### config.mk
export PLATFORM = sky130hd
export DESIGN_NAME = k_permutation_generator_unit
export DESIGN_NICKNAME = d
export VERILOG_FILES = /design/src/rtl/kpg_pkg.sv /design/src/rtl/k_permutation_generator_unit.sv /design/src/rtl/kpg_ctrl.sv /design/src/rtl/kpg_dp.sv
export SDC_FILE = /design/constraint.sdc
export NUM_CORES = 1
export LEC_CHECK = 0
export BUFFER_PORTS_ARGS = -buffer_cell sky130_fd_sc_hd__buf_2
export CORE_MARGIN = 4
export CORE_UTILIZATION = 35
export CTS_BUF_LIST = sky130_fd_sc_hd__clkbuf_8
export CTS_CLUSTER_SIZE = 24
export DETAILED_ROUTE_END_ITERATION = 6
export MAX_ROUTING_LAYER = met4
export PLACE_DENSITY = 0.58
export SLEW_MARGIN = 10
export SYNTH_ARGS = -nofsm -noshare
export SYNTH_HDL_FRONTEND = slang
export SYNTH_SLANG_ARGS = --single-unit
### constraint.sdc
create_clock -name clk -period 4.4 [get_ports clk]
set_clock_uncertainty 0.05 [all_clocks]
set_input_delay 0.44 -clock clk [delete_from_list [all_inputs] [get_ports clk]]
set_output_delay 0.44 -clock clk [all_outputs]
set_load 0.05 [all_outputs]
### src/rtl/kpg_pkg.sv
// kpg_pkg: shared constants, register indexes and controller/datapath signal groups
// for the k-permutation generator; no dependencies
package kpg_pkg;

  localparam int MAX_SYMBOLS = 16;
  localparam int MAX_LENGTH  = 8;

  localparam int IDX_W = $clog2(MAX_SYMBOLS);
  localparam int POS_W = 3;
  localparam int SYM_W = 8;
  localparam int NUM_W = 32;
  localparam int SC_W  = 5;
  localparam int WL_W  = 4;
  localparam int CFG_W = 64;
  localparam int CFG_IDX_W = 2;
  localparam int ALPHA_W = SYM_W * MAX_SYMBOLS;

  typedef enum logic [CFG_IDX_W-1:0] {
    REG_ALPHABET_LOW  = 2'd0,
    REG_ALPHABET_HIGH = 2'd1,
    REG_SYMBOL_COUNT  = 2'd2,
    REG_WORD_LENGTH   = 2'd3
  } kpg_reg_t;

  // controller to datapath
  typedef struct packed {
    logic first;      // load first word
    logic back_init;  // cursor to last position
    logic back;       // one backtrack step
    logic fill;       // fill one position with smallest free symbol
    logic emit;       // load one symbol into the output register
  } kpg_cmd_t;

  // datapath to controller
  typedef struct packed {
    logic go_first;
    logic back_found;
    logic cur_zero;
    logic cur_last;
    logic out_free;
  } kpg_stat_t;

endpackage

### src/rtl/k_permutation_generator_unit.sv
// Each input word is a request: restart (bit 0) = 1 returns the first word, else the next word
// in lexicographic order of alphabet index, wrapping to the first after the final word. The
// reply is one output word per symbol. A request is accepted, then the successor search takes
// backtrack steps (up to L) and refills positions (up to L-1), then the symbols are shifted
// out through the output register, which waits on m_tready; a first word skips the search.
// L is the clamped word length. Writes to symbol_count or word_length make the next request
// start again from the first word.
// k_permutation_generator_unit: top level; depends on kpg_pkg, kpg_ctrl, kpg_dp
module k_permutation_generator_unit (
  input  logic                          clk,
  input  logic                          rst,
  input  logic                          cfg_write,
  input  logic [kpg_pkg::CFG_IDX_W-1:0] cfg_index,
  input  logic [kpg_pkg::CFG_W-1:0]     cfg_data,
  input  logic                          s_tvalid,
  output logic                          s_tready,
  input  logic [7:0]                    s_tdata,   // restart, zero fill
  output logic                          m_tvalid,
  input  logic                          m_tready,
  output logic [47:0]                   m_tdata,   // symbol, position, word_number, zero fill
  output logic                          m_tlast,   // last_of_word
  output logic                          m_tuser    // final_word
);
  import kpg_pkg::*;

  kpg_cmd_t         cmd;
  kpg_stat_t        stat;
  logic [SYM_W-1:0] out_symbol;
  logic [POS_W-1:0] out_position;
  logic [NUM_W-1:0] out_number;

  kpg_ctrl u_ctrl (
    .clk      (clk),
    .rst      (rst),
    .s_tvalid (s_tvalid),
    .s_tready (s_tready),
    .stat     (stat),
    .cmd      (cmd)
  );

  kpg_dp u_dp (
    .clk          (clk),
    .rst          (rst),
    .cfg_write    (cfg_write),
    .cfg_index    (cfg_index),
    .cfg_data     (cfg_data),
    .restart      (s_tdata[0]),
    .cmd          (cmd),
    .stat         (stat),
    .out_ready    (m_tready),
    .out_valid    (m_tvalid),
    .out_symbol   (out_symbol),
    .out_position (out_position),
    .out_last     (m_tlast),
    .out_final    (m_tuser),
    .out_number   (out_number)
  );

  assign m_tdata = {5'b00000, out_number, out_position, out_symbol};

endmodule

### src/rtl/kpg_ctrl.sv
// kpg_ctrl: sequencer for the k-permutation generator
// depends on kpg_pkg; drives kpg_dp through kpg_cmd_t and reads kpg_stat_t
module kpg_ctrl (
  input  logic              clk,
  input  logic              rst,
  input  logic              s_tvalid,
  output logic              s_tready,
  input  kpg_pkg::kpg_stat_t stat,
  output kpg_pkg::kpg_cmd_t  cmd
);
  import kpg_pkg::*;

  typedef enum logic [1:0] {
    ST_IDLE,
    ST_BACK,
    ST_FILL,
    ST_EMIT
  } state_t;

  state_t state;
  logic   accept;

  assign s_tready = (state == ST_IDLE);
  assign accept   = s_tvalid && s_tready;

  always_comb begin
    cmd           = '0;
    cmd.first     = accept && stat.go_first;
    cmd.back_init = accept && !stat.go_first;
    cmd.back      = (state == ST_BACK);
    cmd.fill      = (state == ST_FILL);
    cmd.emit      = (state == ST_EMIT) && stat.out_free;
  end

  always_ff @(posedge clk) begin
    if (rst) begin
      state <= ST_IDLE;
    end else begin
      case (state)
        ST_IDLE: begin
          if (accept) begin
            state <= stat.go_first ? ST_EMIT : ST_BACK;
          end
        end
        ST_BACK: begin
          if (stat.back_found) begin
            state <= stat.cur_last ? ST_EMIT : ST_FILL;
          end else if (stat.cur_zero) begin
            state <= ST_EMIT;
          end
        end
        ST_FILL: begin
          if (stat.cur_last) begin
            state <= ST_EMIT;
          end
        end
        ST_EMIT: begin
          if (stat.out_free && stat.cur_last) begin
            state <= ST_IDLE;
          end
        end
        default: begin
          state <= ST_IDLE;
        end
      endcase
    end
  end

  a_one_cmd: assert property (@(posedge clk) disable iff (rst)
    $onehot0({cmd.first, cmd.back_init, cmd.back, cmd.fill, cmd.emit}))
    else $error("kpg_ctrl: more than one command at once");

  a_accept_leaves_idle: assert property (@(posedge clk) disable iff (rst)
    accept |=> (state != ST_IDLE))
    else $error("kpg_ctrl: accepted word without work");

  a_back_from_back: assert property (@(posedge clk) disable iff (rst)
    (state == ST_BACK) |-> ($past(state) == ST_BACK || $past(cmd.back_init)))
    else $error("kpg_ctrl: backtrack entered without cursor setup");

endmodule

### src/rtl/kpg_dp.sv
// kpg_dp: configuration registers, position indexes, used mask, word counter
// and output register of the k-permutation generator; depends on kpg_pkg
module kpg_dp (
  input  logic                            clk,
  input  logic                            rst,
  input  logic                            cfg_write,
  input  logic [kpg_pkg::CFG_IDX_W-1:0]   cfg_index,
  input  logic [kpg_pkg::CFG_W-1:0]       cfg_data,
  input  logic                            restart,
  input  kpg_pkg::kpg_cmd_t               cmd,
  output kpg_pkg::kpg_stat_t              stat,
  input  logic                            out_ready,
  output logic                            out_valid,
  output logic [kpg_pkg::SYM_W-1:0]       out_symbol,
  output logic [kpg_pkg::POS_W-1:0]       out_position,
  output logic                            out_last,
  output logic                            out_final,
  output logic [kpg_pkg::NUM_W-1:0]       out_number
);
  import kpg_pkg::*;

  logic [CFG_W-1:0]       alphabet_low;
  logic [CFG_W-1:0]       alphabet_high;
  logic [SC_W-1:0]        symbol_count;
  logic [WL_W-1:0]        word_length;

  logic [IDX_W-1:0]       position_index [MAX_LENGTH];
  logic [MAX_SYMBOLS-1:0] used_mask;
  logic                   started;
  logic [NUM_W-1:0]       word_counter;
  logic [POS_W-1:0]       cursor;

  logic [SC_W-1:0]        eff_n;
  logic [SC_W-1:0]        len_wide;
  logic [WL_W-1:0]        eff_len;
  logic [POS_W-1:0]       last_pos;
  logic [MAX_SYMBOLS-1:0] below_n;
  logic [MAX_SYMBOLS-1:0] above_cur;
  logic [MAX_SYMBOLS-1:0] first_mask;
  logic [IDX_W-1:0]       idx_cur;
  logic [MAX_SYMBOLS-1:0] mask_rm;
  logic [IDX_W:0]         succ;
  logic [IDX_W:0]         free_low;
  logic                   is_final;
  logic                   do_first;
  logic [ALPHA_W-1:0]     alphabet;
  logic [IDX_W-1:0]       emit_idx;

  function automatic logic [IDX_W:0] lowest_one(input logic [MAX_SYMBOLS-1:0] v);
    logic [IDX_W:0] r;
    r = '0;
    for (int i = MAX_SYMBOLS - 1; i >= 0; i--) begin
      if (v[i]) r = {1'b1, IDX_W'(i)};
    end
    return r;
  endfunction

  // effective geometry
  always_comb begin
    if (symbol_count == '0) begin
      eff_n = SC_W'(1);
    end else if (symbol_count > SC_W'(MAX_SYMBOLS)) begin
      eff_n = SC_W'(MAX_SYMBOLS);
    end else begin
      eff_n = symbol_count;
    end
    len_wide = (word_length == '0) ? SC_W'(1) : SC_W'(word_length);
    if (len_wide > eff_n) len_wide = eff_n;
    if (len_wide > SC_W'(MAX_LENGTH)) len_wide = SC_W'(MAX_LENGTH);
    eff_len  = WL_W'(len_wide);
    last_pos = POS_W'(eff_len - WL_W'(1));
  end

  always_comb begin
    for (int j = 0; j < MAX_SYMBOLS; j++) begin
      below_n[j]    = (SC_W'(j) < eff_n);
      above_cur[j]  = (IDX_W'(j) > idx_cur);
      first_mask[j] = (SC_W'(j) < SC_W'(eff_len));
    end
  end

  assign idx_cur  = position_index[cursor];
  assign mask_rm  = used_mask & ~(MAX_SYMBOLS'(1) << idx_cur);
  assign succ     = lowest_one(~mask_rm & below_n & above_cur);
  assign free_low = lowest_one(~used_mask & below_n);
  assign do_first = cmd.first || (cmd.back && !succ[IDX_W] && cursor == '0);

  always_comb begin
    is_final = 1'b1;
    for (int p = 0; p < MAX_LENGTH; p++) begin
      if (SC_W'(p) < SC_W'(eff_len) &&
          SC_W'(position_index[p]) != eff_n - SC_W'(1) - SC_W'(p)) begin
        is_final = 1'b0;
      end
    end
  end

  assign alphabet = {alphabet_high, alphabet_low};
  assign emit_idx = position_index[cursor];

  always_comb begin
    stat            = '0;
    stat.go_first   = restart || !started;
    stat.back_found = succ[IDX_W];
    stat.cur_zero   = (cursor == '0);
    stat.cur_last   = (cursor == last_pos);
    stat.out_free   = !out_valid || out_ready;
  end

  // configuration
  always_ff @(posedge clk) begin
    if (rst) begin
      alphabet_low  <= '0;
      alphabet_high <= '0;
      symbol_count  <= SC_W'(MAX_SYMBOLS);
      word_length   <= WL_W'(1);
    end else if (cfg_write) begin
      case (kpg_reg_t'(cfg_index))
        REG_ALPHABET_LOW:  alphabet_low  <= cfg_data;
        REG_ALPHABET_HIGH: alphabet_high <= cfg_data;
        REG_SYMBOL_COUNT:  symbol_count  <= cfg_data[SC_W-1:0];
        REG_WORD_LENGTH:   word_length   <= cfg_data[WL_W-1:0];
        default: begin
        end
      endcase
    end
  end

  // enumeration state
  always_ff @(posedge clk) begin
    if (rst) begin
      for (int p = 0; p < MAX_LENGTH; p++) position_index[p] <= IDX_W'(p);
      used_mask    <= '0;
      started      <= 1'b0;
      word_counter <= '0;
      cursor       <= '0;
    end else begin
      if (do_first) begin
        for (int p = 0; p < MAX_LENGTH; p++) position_index[p] <= IDX_W'(p);
        used_mask    <= first_mask;
        started      <= 1'b1;
        word_counter <= '0;
        cursor       <= '0;
      end else if (cmd.back_init) begin
        cursor <= last_pos;
      end else if (cmd.back) begin
        if (succ[IDX_W]) begin
          position_index[cursor] <= succ[IDX_W-1:0];
          used_mask    <= mask_rm | (MAX_SYMBOLS'(1) << succ[IDX_W-1:0]);
          word_counter <= word_counter + NUM_W'(1);
          cursor       <= (cursor == last_pos) ? '0 : cursor + POS_W'(1);
        end else begin
          used_mask <= mask_rm;
          cursor    <= cursor - POS_W'(1);
        end
      end else if (cmd.fill) begin
        position_index[cursor] <= free_low[IDX_W-1:0];
        used_mask <= used_mask | (MAX_SYMBOLS'(1) << free_low[IDX_W-1:0]);
        cursor    <= (cursor == last_pos) ? '0 : cursor + POS_W'(1);
      end else if (cmd.emit) begin
        cursor <= (cursor == last_pos) ? '0 : cursor + POS_W'(1);
      end
      if (cfg_write && (kpg_reg_t'(cfg_index) == REG_SYMBOL_COUNT ||
                        kpg_reg_t'(cfg_index) == REG_WORD_LENGTH)) begin
        started <= 1'b0;
      end
    end
  end

  // output register
  always_ff @(posedge clk) begin
    if (rst) begin
      out_valid <= 1'b0;
    end else if (cmd.emit) begin
      out_valid <= 1'b1;
    end else if (out_ready) begin
      out_valid <= 1'b0;
    end
  end

  always_ff @(posedge clk) begin
    if (cmd.emit) begin
      out_symbol   <= alphabet[{emit_idx, 3'b000} +: SYM_W];
      out_position <= cursor;
      out_last     <= (cursor == last_pos);
      out_final    <= is_final;
      out_number   <= word_counter;
    end
  end

  a_fill_has_free: assert property (@(posedge clk) disable iff (rst)
    cmd.fill |-> free_low[IDX_W])
    else $error("kpg_dp: no free symbol for fill");

  a_mask_size: assert property (@(posedge clk) disable iff (rst)
    cmd.emit |-> ($countones(used_mask) == int'(eff_len)))
    else $error("kpg_dp: used mask does not match word length");

  a_back_started: assert property (@(posedge clk) disable iff (rst)
    (cmd.back || cmd.fill) |-> started)
    else $error("kpg_dp: successor search before first word");

  a_counter_step: assert property (@(posedge clk) disable iff (rst)
    (cmd.back && succ[IDX_W]) |=> (word_counter == $past(word_counter) + NUM_W'(1)))
    else $error("kpg_dp: word counter did not advance");

endmodule
Word level (Yosys, flattened, before mapping)
Memories as Yosys holds them, arrays and structs flattened. A register that Yosys moved wholly into a read port is not among the register bits.
Cells that the tools add are included.
{"block": "op_classes", "n_addsub": 12, "n_lt_le_gt_ge": 50, "bitwise_logic": 19, "shifts": 4, "reduce_logical": 45, "mux": 90, "eq_ne": 20}
{"cell": "128-bit by 8-bit variable part select with 8-bit output", "count": 1}
{"cell": "4-bit 2-to-1 mux", "count": 28}
{"cell": "5-bit 2-to-1 mux", "count": 19}
{"cell": "16-bit AND", "count": 4}
{"cell": "16-bit 2-to-1 mux", "count": 3}
{"cell": "16-bit NOT", "count": 3}
{"cell": "1-bit by 4-bit left shift with 16-bit output (first input constant)", "count": 3}
{"cell": "4-bit by 5-bit < comparator with 1-bit output (first input constant)", "count": 8}
{"cell": "4-bit by 5-bit != test with 1-bit output", "count": 8}
{"cell": "32-bit by 1-bit adder with 32-bit output (second input constant)", "count": 1}
{"cell": "4-bit greater-than comparator (first input constant)", "count": 8}
{"cell": "16-bit bitwise OR", "count": 2}
{"cell": "15-bit 2-to-1 mux", "count": 2}
{"cell": "4-bit < comparator (first input constant)", "count": 7}
{"cell": "3-bit 2-to-1 mux", "count": 9}
{"cell": "1-bit 2-to-1 mux", "count": 22}
{"cell": "3-bit by 5-bit < comparator with 1-bit output (first input constant)", "count": 4}
{"cell": "5-bit by 3-bit subtractor with 5-bit output (second input constant)", "count": 4}
{"cell": "3-bit by 4-bit greater-than comparator with 1-bit output (first input constant)", "count": 4}
{"cell": "1-bit logical AND", "count": 16}
{"cell": "3-bit by 4-bit < comparator with 1-bit output (first input constant)", "count": 4}
{"cell": "2-bit 2-to-1 mux", "count": 6}
{"cell": "2-bit AND reduction", "count": 6}
{"cell": "1-bit by 5-bit < comparator with 1-bit output (first input constant)", "count": 2}
{"cell": "other kinds (35)", "count": 66}
{"block": "totals", "mem_count": 1, "ram_bits": 32, "register_bits": 237, "in_bits": 79, "elab_cells": 257, "output_inout_bits": 52}
{"memory": "u_dp.position_index", "depth": 8, "word_bits": 4, "rd": 9, "rd_clocked_by_memory_dff": 1, "write_ports": 8, "line": "kpg_dp.sv:27", "text": "logic [IDX_W-1:0] position_index [MAX_LENGTH];"}

Depth between registers and ports, before layout
Gate-level depths: netlist of run 1.
{"block": "logic_depth", "depth_word": 32, "ltp_mapped": 18, "ltp_nobuf": 16}

Hierarchy
Synthesis of run 1 repeated with hierarchy kept, for this count alone.
{"block": "hier_totals", "cells_unflattened": 1753, "area_unflattened_um2": 14351.3}
{"mod": "kpg_dp", "instances": 1, "area_per_inst_um2": 14083.5, "cells_each": 1720, "seq_area_each_um2": 6175.9}
{"mod": "kpg_ctrl", "instances": 1, "area_per_inst_um2": 226.5, "cells_each": 27, "seq_area_each_um2": 40.0}
{"mod": "k_permutation_generator_unit", "instances": 1, "area_per_inst_um2": 41.3, "cells_each": 6, "seq_area_each_um2": 0.0}

Worst setup path before layout of run 1
No wires, ideal clock.
{"block": "synth_path", "path_type": "register to register", "from": "register u_dp.symbol_count[4]", "to": "register u_ctrl.state[0]", "setup_slack_ns": 0.146, "path_buffers": 3, "stages_incl_launch_ff": 18, "required_ns": 4.264, "setup_time_ns": 0.086, "arrival_time_ns": 4.118, "synth_period_minus_slack_ns": 4.254, "cell_sequence": "dfxtp_1 -> clkbuf_1 -> nor2b_1 -> clkbuf_1 -> inv_1 -> ha_1 -> nand2b_1 -> a21oi_1 -> o21ai_1 -> mux2i_1 -> nand2b_1 -> ha_1 -> clkbuf_1 -> xnor3_1 -> a2111oi_0 -> o221a_2 -> o21ai_0 -> a211oi_1"}
{"block": "synth_via", "elab_chain_cells": 24, "elab_cells_between_ends": 52, "cone_classes": "add/sub (1); order compare (19); eq/ne (4); mux (23); bitwise (2); reduce/logical (3)"}
{"item": "from (decl)", "line": "kpg_dp.sv:24", "text": "logic [SC_W-1:0] symbol_count;"}
{"item": "from (signal assigned)", "line": "kpg_dp.sv:115", "text": "symbol_count <= SC_W'(MAX_SYMBOLS);"}
{"item": "from (signal assigned)", "line": "kpg_dp.sv:121", "text": "REG_SYMBOL_COUNT: symbol_count <= cfg_data[SC_W-1:0];"}
{"item": "5-bit greater-than comparator", "line": "kpg_dp.sv:62", "text": "end else if (symbol_count > SC_W'(MAX_SYMBOLS)) begin"}
{"item": "5-bit 2-to-1 mux", "line": "kpg_dp.sv:62"}
{"item": "5-bit 2-to-1 mux *", "line": "kpg_dp.sv:60", "text": "if (symbol_count == '0) begin"}
{"item": "4-bit by 5-bit < comparator with 1-bit output", "line": "kpg_dp.sv:76", "text": "below_n[j] = (SC_W'(j) < eff_n);"}
{"item": "16-bit AND (2 in series)", "line": "kpg_dp.sv:84", "text": "assign succ = lowest_one(~mask_rm & below_n & above_cur);"}
{"item": "5-bit 2-to-1 mux (16 in series)", "line": "kpg_dp.sv:53", "text": "if (v[i]) r = {1'b1, IDX_W'(i)};"}
{"item": "3-bit != test (no source line) or 2-bit 2-to-1 mux (tied branches)"}
{"item": "4-bit AND reduction (no source line) or 2-bit one-hot mux with 4 select lines (tied branches)"}
{"item": "to (signal assigned)", "line": "kpg_ctrl.sv:42", "text": "state <= stat.go_first ? ST_EMIT : ST_BACK;"}
{"item": "to (signal assigned)", "line": "kpg_ctrl.sv:47", "text": "state <= stat.cur_last ? ST_EMIT : ST_FILL;"}
{"item": "to (decl)", "line": "kpg_ctrl.sv:20", "text": "state_t state;"}
Mark *: on every way between the ends. The rest lies on a longest branch, timed or not.
A chain may end at the register's enable or synchronous reset.

Worst setup path after layout of run 1
{"block": "layout_path", "from": "register u_dp.symbol_count[4]", "to": "register u_dp.out_final (data pin)"}
{"block": "layout_via", "elab_chain_cells": 10, "elab_cells_between_ends": 42, "cone_classes": "add/sub (8); order compare (11); eq/ne (8); mux (5); reduce/logical (10)"}
{"item": "5-bit greater-than comparator", "line": "kpg_dp.sv:62"}
{"item": "5-bit 2-to-1 mux", "line": "kpg_dp.sv:62"}
{"item": "5-bit 2-to-1 mux *", "line": "kpg_dp.sv:60"}
{"item": "5-bit greater-than comparator", "line": "kpg_dp.sv:68", "text": "if (len_wide > eff_n) len_wide = eff_n;"}
{"item": "5-bit 2-to-1 mux", "line": "kpg_dp.sv:68"}
{"item": "5-bit by 4-bit greater-than comparator with 1-bit output", "line": "kpg_dp.sv:69", "text": "if (len_wide > SC_W'(MAX_LENGTH)) len_wide = SC_W'(MAX_LENGTH);"}
{"item": "4-bit 2-to-1 mux", "line": "kpg_dp.sv:69"}
{"item": "3-bit by 4-bit < comparator with 1-bit output, or another cell as far along", "line": "kpg_dp.sv:91", "text": "if (SC_W'(p) < SC_W'(eff_len) &&"}
{"item": "1-bit logical AND", "line": "kpg_dp.sv:91"}
{"item": "7-bit OR reduction (no source line) or 1-bit 2-to-1 mux (tied branches)"}
{"item": "to (signal assigned)", "line": "kpg_dp.sv:186", "text": "out_final <= is_final;"}
{"item": "to (decl)", "line": "kpg_dp.sv:17", "text": "output logic out_final,"}
Marks and branches as above.

==> summary.txt, run 1 <==
Critical path
  • CP arrival: 4.51 ns
  • Max Fanout on Critical Path: 11
  • CP Launch Type: register
  • Required @ worst endpoint: between 4 and 5 ns
  • CP Class: register to register
  • Crit end category: register

GRT
  • Remaining global-route overflow: 0
  • Largest net degree at the start of global routing: 65
  • Global Route Usage Sum: roughly a fifth
  • Initial antenna violation count: 4
  • First-pass GRT wire length: slightly above 70000 µm
  • Vias in the first global route: about 12000

Power and ir drop
  • Clock Power Share: ~23%
  • Peak supply drop: between 300 and 400 µV
  • Comb power frac: between 40% and 50%
  • Switching part of the total: between 40% and 50%
  • Pwr Density: 630 nW/µm²
  • P_sw: about 4.8 mW
  • Leakage: ~6 nW
  • Int Pwr: 5.80 mW
  • Sequential power share: between 20% and 30%

Layout
  • Layout Nets: around 2000
  • Share of post-route cells with drive strength above 1: between 15 and 20%
  • Synthesis-to-layout area growth: 15.8%
  • Final Instance Area: 16800 µm²
  • Fill cells: about 4200

Route
  • Starting DRC count in detailed routing: about 950
  • DR DRC count: 0
  • Via Count: roughly 13000
  • WL final: 45200 µm
  • Via density: around 5.4
  • Post-DRT Antenna Nets: 0
  • Avg WL per Cell: about 19 µm
  • Pre-antenna DRT Iters: 5

Synthesis
  • Largest cells by area after synthesis: dfxtp_1 (27%), edfxtp_1 (16%), nand2_1 (12%)
  • Synthesis warning total: 0
  • FF+latch count, synth: approximately 270
  • Post-synth EDFFs: between 70 and 80
  • Yosys cell types: 96
  • Top FF cell, synth: dfxtp_1
  • Synth top area share: around 27%
  • Synth async-reset ratio: 0%
  • Dominant cell type by area after synthesis: dfxtp_1
  • Post-synthesis instance total: about 1700
  • Mapped Area: 14500 µm²
  • Register area share after synthesis: between 40% and 50%
  • Mean area per synthesized cell: 8.33 µm²

Floorplan
  • Die height: between 200 and 250 µm
  • Core Region: between 40000 and 50000 µm²
  • Initial core utilization: roughly 35%
  • Site Rows: 74
  • IO Count: between 100 and 150
  • Die Wd: ~210 µm
  • Die ar.: ~45000 µm²

Clock network
  • CTS tree: yes
  • Post CTS Setup Buffer Count: 0
  • Cts hold-fix bufs: 0
  • CTS H-tree depth: 2
  • Worst-path clk slew: ~0.060 ns
  • Root buffer cell: clkbuf_8
  • Largest buffer count on any clock path: 3
  • CTS Buf Count: 48
  • Clk sink count: about 270
  • Clk_lat worst skew: 0.58 ns

Timing
  • Slew at the pin with the worst max-slew slack: between 1 and 1.5 ns
  • Fin. Hold Viols: 0
  • Final period utilization: 93.4%
  • Final setup violation count: 0
  • Final Max Slew Viols: 0
  • Slew HR: roughly a fifth
  • Final TNS setup: 0 ns
  • RSZ-0062 raised after global routing: false
  • Fmax: between 0.2 and 0.25 GHz
  • Tmin final: roughly 4 ns

Flow run
  • Max-cap violations: 0

Placed design
  • Post-DP Area: 15800 µm²
  • IO buf count: 118
  • DP Wirelength: 31900 µm
  • Placer Congestion: 0.962

Worst hold path
  • Min-Delay Path Class: primary input to register

Status
  • Status: finished clean
## final cells by class
| type | count | area [µm²] | share of cell area [%] |
|---|---|---|---|
| Multi-Input combinational cell | 1324 | 7750 | 46.1 |
| Sequential cell | 272 | 6220 | 37.0 |
| Timing Repair Buffer | 180 | 1060 | 6.30 |
| Clock buffer | 58 | 798 | 4.75 |
| Tap cell | 532 | 666 | 3.96 |
| Clock inverter | 32 | 203 | 1.21 |
| Inverter | 29 | 109 | 0.647 |
| Antenna cell | 4 | 10.0 | 0.0595 |
## registers in the layout, summed over array words and instances (netlist names), named ones only
name	cells
u_dp.alphabet_high	64
u_dp.alphabet_low	64
u_dp.out_number	32
u_dp.position_index	32
u_dp.word_counter	32
u_dp.used_mask	16
u_dp.out_symbol	8
u_dp.symbol_count	5
u_dp.word_length	4
u_dp.cursor	3
u_dp.out_position	3
u_ctrl.state	2
u_dp.out_final	1
u_dp.out_last	1
u_dp.out_valid	1
u_dp.started	1
## final timing paths
path,from,cells past startpoint,endpoint,slack [ns]
max,u_dp.symbol_count[4]$_SDFFE_PP1P_,16,u_dp.out_final$_SDFFCE_PP0P_,0.29
min,cfg_data[41],3,u_dp.alphabet_low[41]$_SDFFE_PP0P_,0.06
max reg2reg,u_dp.symbol_count[4]$_SDFFE_PP1P_,16,u_dp.out_final$_SDFFCE_PP0P_,0.29
min reg2reg,u_dp.word_counter[11]$_SDFFE_PP0P_,0,u_dp.out_number[11]$_DFFE_PP_,0.39
## cell families after synthesis
group                      count (synthesis)  synth area share (%)
AOI/OAI and AO/OA                        395                  18.2
DFF                                      272                  42.8
buffers and inverters                    150                  4.33
other                                      1                0.0258
muxes                                     34                  3.41
and+or+nand+nor                          787                  24.0
xor gates and xnor gates                  68                  4.20
adders and majority gates                 35                  3.01
## synthesized netlist by cell type (all sizes together) (4+ instances only)
master,n
a211o,4
a211oi,20
a21oi,181
a221oi,4
a22oi,5
a311o,4
a311oi,22
a31o,5
a31oi,35
a41oi,8
and2,4
and3,36
buf,36
clkbuf,85
dfxtp,195
edfxtp,77
ha,34
inv,29
mux2,6
mux2i,20
mux4,8
nand2,468
nand2b,12
nand3,27
nand3b,4
nand4,12
nor2,104
nor2b,19
nor3,44
nor4,21
o2111ai,6
o211ai,6
o21a,5
o21ai,39
o22ai,6
o31a,5
o31ai,6
o32ai,8
or2,5
or3,14
or4,5
xnor2,51
xor2,16
## what timing repair did
action / 4_1_cts / 5_1_grt
resized for setup: 0 / 5
endpoints found under the hold margin: 0 / 0
setup endpoints to repair: 0 / 42
## worst max-delay path: stages, from the launching register on
cell	delay, ns
dfxtp_1	0.42
or4_4	0.61
nand2_4	0.15
inv_1	0.12
buf_4	0.21
o21ai_0	0.20
xnor2_1	0.27
buf_4	0.25
ha_1	0.18
nand2_1	0.07
xnor2_1	0.14
nor2_1	0.12
a22oi_1	0.10
nor4_1	0.43
o22ai_1	0.13
nor4_1	0.32
buf_4	0.18
## per-stage QoR
step	power, mW	instances	setup WS, ns	utilization [%]	hold slack, ns
2_1_floorplan	6.42	1746	0.146	-	0.356
3_3_place_gp	8.17	2337	0.246	38.6	0.380
3_5_place_dp	8.17	2337	0.232	38.6	0.384
4_1_cts	10.6	2427	0.212	41.0	0.0168
5_1_grt	11.1	2431	0.0161	41.1	0.0252
6_report	10.6	2431	0.290	41.1	0.0561
## metal layers
layer,vias up,share of wire (%),track usage [%],wire (µm)
met5,-,0,-,0
li1,6374,-,-,-
met4,0,2.8,6.49,1280
met1,6235,45,27.2,20300
met3,82,6.5,3.42,2940
met2,429,46,30.8,20600
## cells in the final DEF, fill, tap and decap left out, types with 12 or more instances in the layout
cell type	instances
nor3_1	42
or3_1	13
inv_1	46
nand4_1	12
ha_1	34
a211oi_1	19
xor2_1	16
a311oi_1	21
a21oi_1	181
mux2i_1	14
and3_1	36
xnor2_1	51
buf_4	63
o21ai_0	34
edfxtp_1	77
a31oi_1	34
nor2_1	104
buf_2	117
clkbuf_8	58
nand3_1	27
nand2_1	465
nor2b_1	18
nor4_1	21
dfxtp_1	195
## power groups by stage
stage | sequential (mW) | combinational [mW] | clock, mW
after CTS | 3.10 | 5.04 | 2.45
after global routing | 3.13 | 5.43 | 2.57
after floorplan | 3.25 | 3.17 | 0
final | 3.10 | 5.10 | 2.39
after detailed placement | 3.15 | 5.02 | 0
after global placement | 3.15 | 5.02 | 0
Note: power is estimated with default switching activity, not from simulation.
==> inputs of run 2 (changes only) <==
==> constraint.sdc (replaced) <==
create_clock -name clk -period 3.47 [get_ports clk]
set_clock_uncertainty 0.05 [all_clocks]
set_input_delay 0.347 -clock clk [delete_from_list [all_inputs] [get_ports clk]]
set_output_delay 0.347 -clock clk [all_outputs]
set_load 0.05 [all_outputs]
==> run 2 against run 1 <==
  * The run now ends with setup timing left
  * Register-to-register slack got worse by 0.33 ns
  * Sequential power rose by 25%
  * Setup slack got worse by 0.33 ns
  * Sequential share of layout area fell by 5.2 points
  * Utilization rose by 6.8 points
  * Via count rose by 7.3%
  * First-iteration DRC count rose by 3.4%
  * Combinational power rose by 64%
  * Worst hold slack improved by 0.026 ns
  * Critical endpoint is now u_dp.position_index[4][2]$_SDFFCE_PN1P_
  * Critical path depth fell by 4
  * Critical path type unchanged
  * Final area rose by 17%
==> summary.txt, run 2 (synthesized netlist as in run 1, its figures left out) <==
Layout
  • Most frequent cells in the layout: nand2_1 (462), buf_4 (228), dfxtp_1 (190), a21oi_1 (177), buf_2 (117)
  • Layout Nets: roughly 2200
  • Fill cells: between 3000 and 4000
  • Antenna Cells: 0
  • Share of post-route cells with drive strength above 1: a little over a quarter
  • Synthesis-to-layout area growth: 35.1%
  • Largest regs: u_dp.alphabet_high: 64 flops, u_dp.alphabet_low: 64 flops
  • Most common cell after layout, fill and taps aside: nand2_1

Timing
  • Setup slack after layout: -0.0430 ns
  • Slew at the pin with the worst max-slew slack: about 0.94 ns
  • Final period utilization: 101%
  • Tmin final: between 3 and 4 ns
  • Fmax: 0.285 GHz
  • RSZ-0062 raised after global routing: true
  • Worst hold slack: about 0.08 ns
  • Final setup violation count: 8
  • Fin. Hold Viols: 0
  • Final Max Slew Viols: 0
  • Slew HR: a little under two fifths

Placed design
  • Placer Congestion: about 0.94
  • DP Wirelength: around 34000 µm
  • IO buf count: 118
  • DP Worst Slack: -0.224 ns

Floorplan
  • Initial core utilization: a little over a third
  • IO Count: approximately 130
  • Site Rows: 74
  • Die ar.: 44800 µm²
  • Die height: roughly 210 µm
  • Die Wd: approximately 210 µm
  • Core Region: around 41000 µm²

GRT
  • Grt met3 use: 3.38%
  • Remaining global-route overflow: 0
  • Initial antenna violation count: 0
  • Largest net degree at the start of global routing: between 80 and 90
  • Gr busiest metal: met2
  • First-pass GRT wire length: 75400 µm
  • Vias in the first global route: roughly 14000
  • Global Route Usage Sum: a little over a fifth
  • Global Route met2 Usage: between 30% and 40%
  • GR Util met1: roughly 28%

Power and ir drop
  • Leakage: 7.41 nW
  • Pwr Density: a little under 800 nW/µm²
  • Peak supply drop: ~520 µV

Status
  • Status: finished with violations
  • Violated checks: setup timing

Clock network
  • Clk sink count: roughly 270
  • CTS Buf Count: between 40 and 50
  • CTS H-tree depth: 2
  • Largest buffer count on any clock path: 3
  • Worst-path clk slew: roughly 0.060 ns
  • Root buffer cell: clkbuf_8
  • Clk_lat worst skew: approximately 0.61 ns
  • CTS tree: yes

Route
  • Starting DRC count in detailed routing: between 900 and 1000
  • Avg WL per Cell: between 15 and 20 µm
  • DR DRC count: 0
  • Post-DRT Antenna Nets: 0
  • Via density: around 5.3
  • Via Count: around 14000
  • WL final: 48200 µm
  • Pre-antenna DRT Iters: 7

Critical path
  • Crit end category: register
  • Max Fanout on Critical Path: 9
  • CP arrival: roughly 3.8 ns
  • CP Class: register to register
  • CP Launch Type: register
  • Required @ worst endpoint: between 3 and 4 ns

Worst hold path
  • Min-Delay Path Class: primary input to register

Flow run
  • Max-cap violations: 0
## run 2: repair_timing
item,4_1_cts,5_1_grt
hold endpoints to repair,137,0
hold buffers,66,0
setup endpoints to repair,119,115
resized for setup,38,64
buffers inserted,8,12
pin swaps,11,16
## run 2: cell type report
class	count	area, µm²	area share (%)
Multi-Input combinational cell	1324	8300	42.3
Clock buffer	52	716	3.65
Sequential cell	272	6220	31.7
Inverter	29	115	0.587
Timing Repair Buffer	436	3350	17.1
Tap cell	532	666	3.39
Clock inverter	31	235	1.20
## run 2: per-stage QoR
step / TNS (ns) / util [%] / power, mW / instances / cell area (µm²)
6_report: -0.148 / 47.9 / 15.3 / 2676 / 19600
5_1_grt: -4.38 / 47.9 / 16.1 / 2676 / 19600
4_1_cts: -0.0520 / 47.0 / 14.9 / 2664 / 19200
3_5_place_dp: -10.94 / 42.4 / 11.5 / 2507 / 17400
3_3_place_gp: -4.72 / 42.4 / 11.5 / 2507 / 17400
2_1_floorplan: -0.277 / - / 8.21 / 1746 / 14700
## run 2: worst paths after layout
path | start | endpoint | slack (ns) | depth (start not counted)
setup / recovery | register | u_dp.position_index[4][2]$_SDFFCE_PN1P_ | -0.04 | 12
hold / removal | m_tready | u_dp.out_valid$_SDFFE_PP0P_ | 0.08 | 4
setup reg to reg | register | u_dp.position_index[4][2]$_SDFFCE_PN1P_ | -0.04 | 12
hold reg to reg | u_dp.alphabet_high[24]$_SDFFE_PP0P_ | u_dp.alphabet_high[24]$_SDFFE_PP0P_ | 0.40 | 2
## run 2: power by group
group	switching, mW	internal (mW)
sequential	0.237	3.65
clock	1.35	1.67
combinational	4.94	3.43
## run 2: critical path, stage by stage, from the launching register on
cell	delay (ns)
dfxtp_2	0.33
buf_12	0.13
buf_4	0.13
mux4_2	0.27
mux2_4	0.27
nor2_1	0.08
o311a_1	0.33
buf_4	0.15
or3_4	0.41
o31a_4	0.37
nand2_4	0.11
mux2i_4	0.26
or3b_1	0.36
## run 2: metal layers
layer  up-vias  part of all wire, %
li1       6895                    -
met4         0                  2.9
met5         -                    0
met2       407                   47
met3        76                  5.4
met1      6697                   45
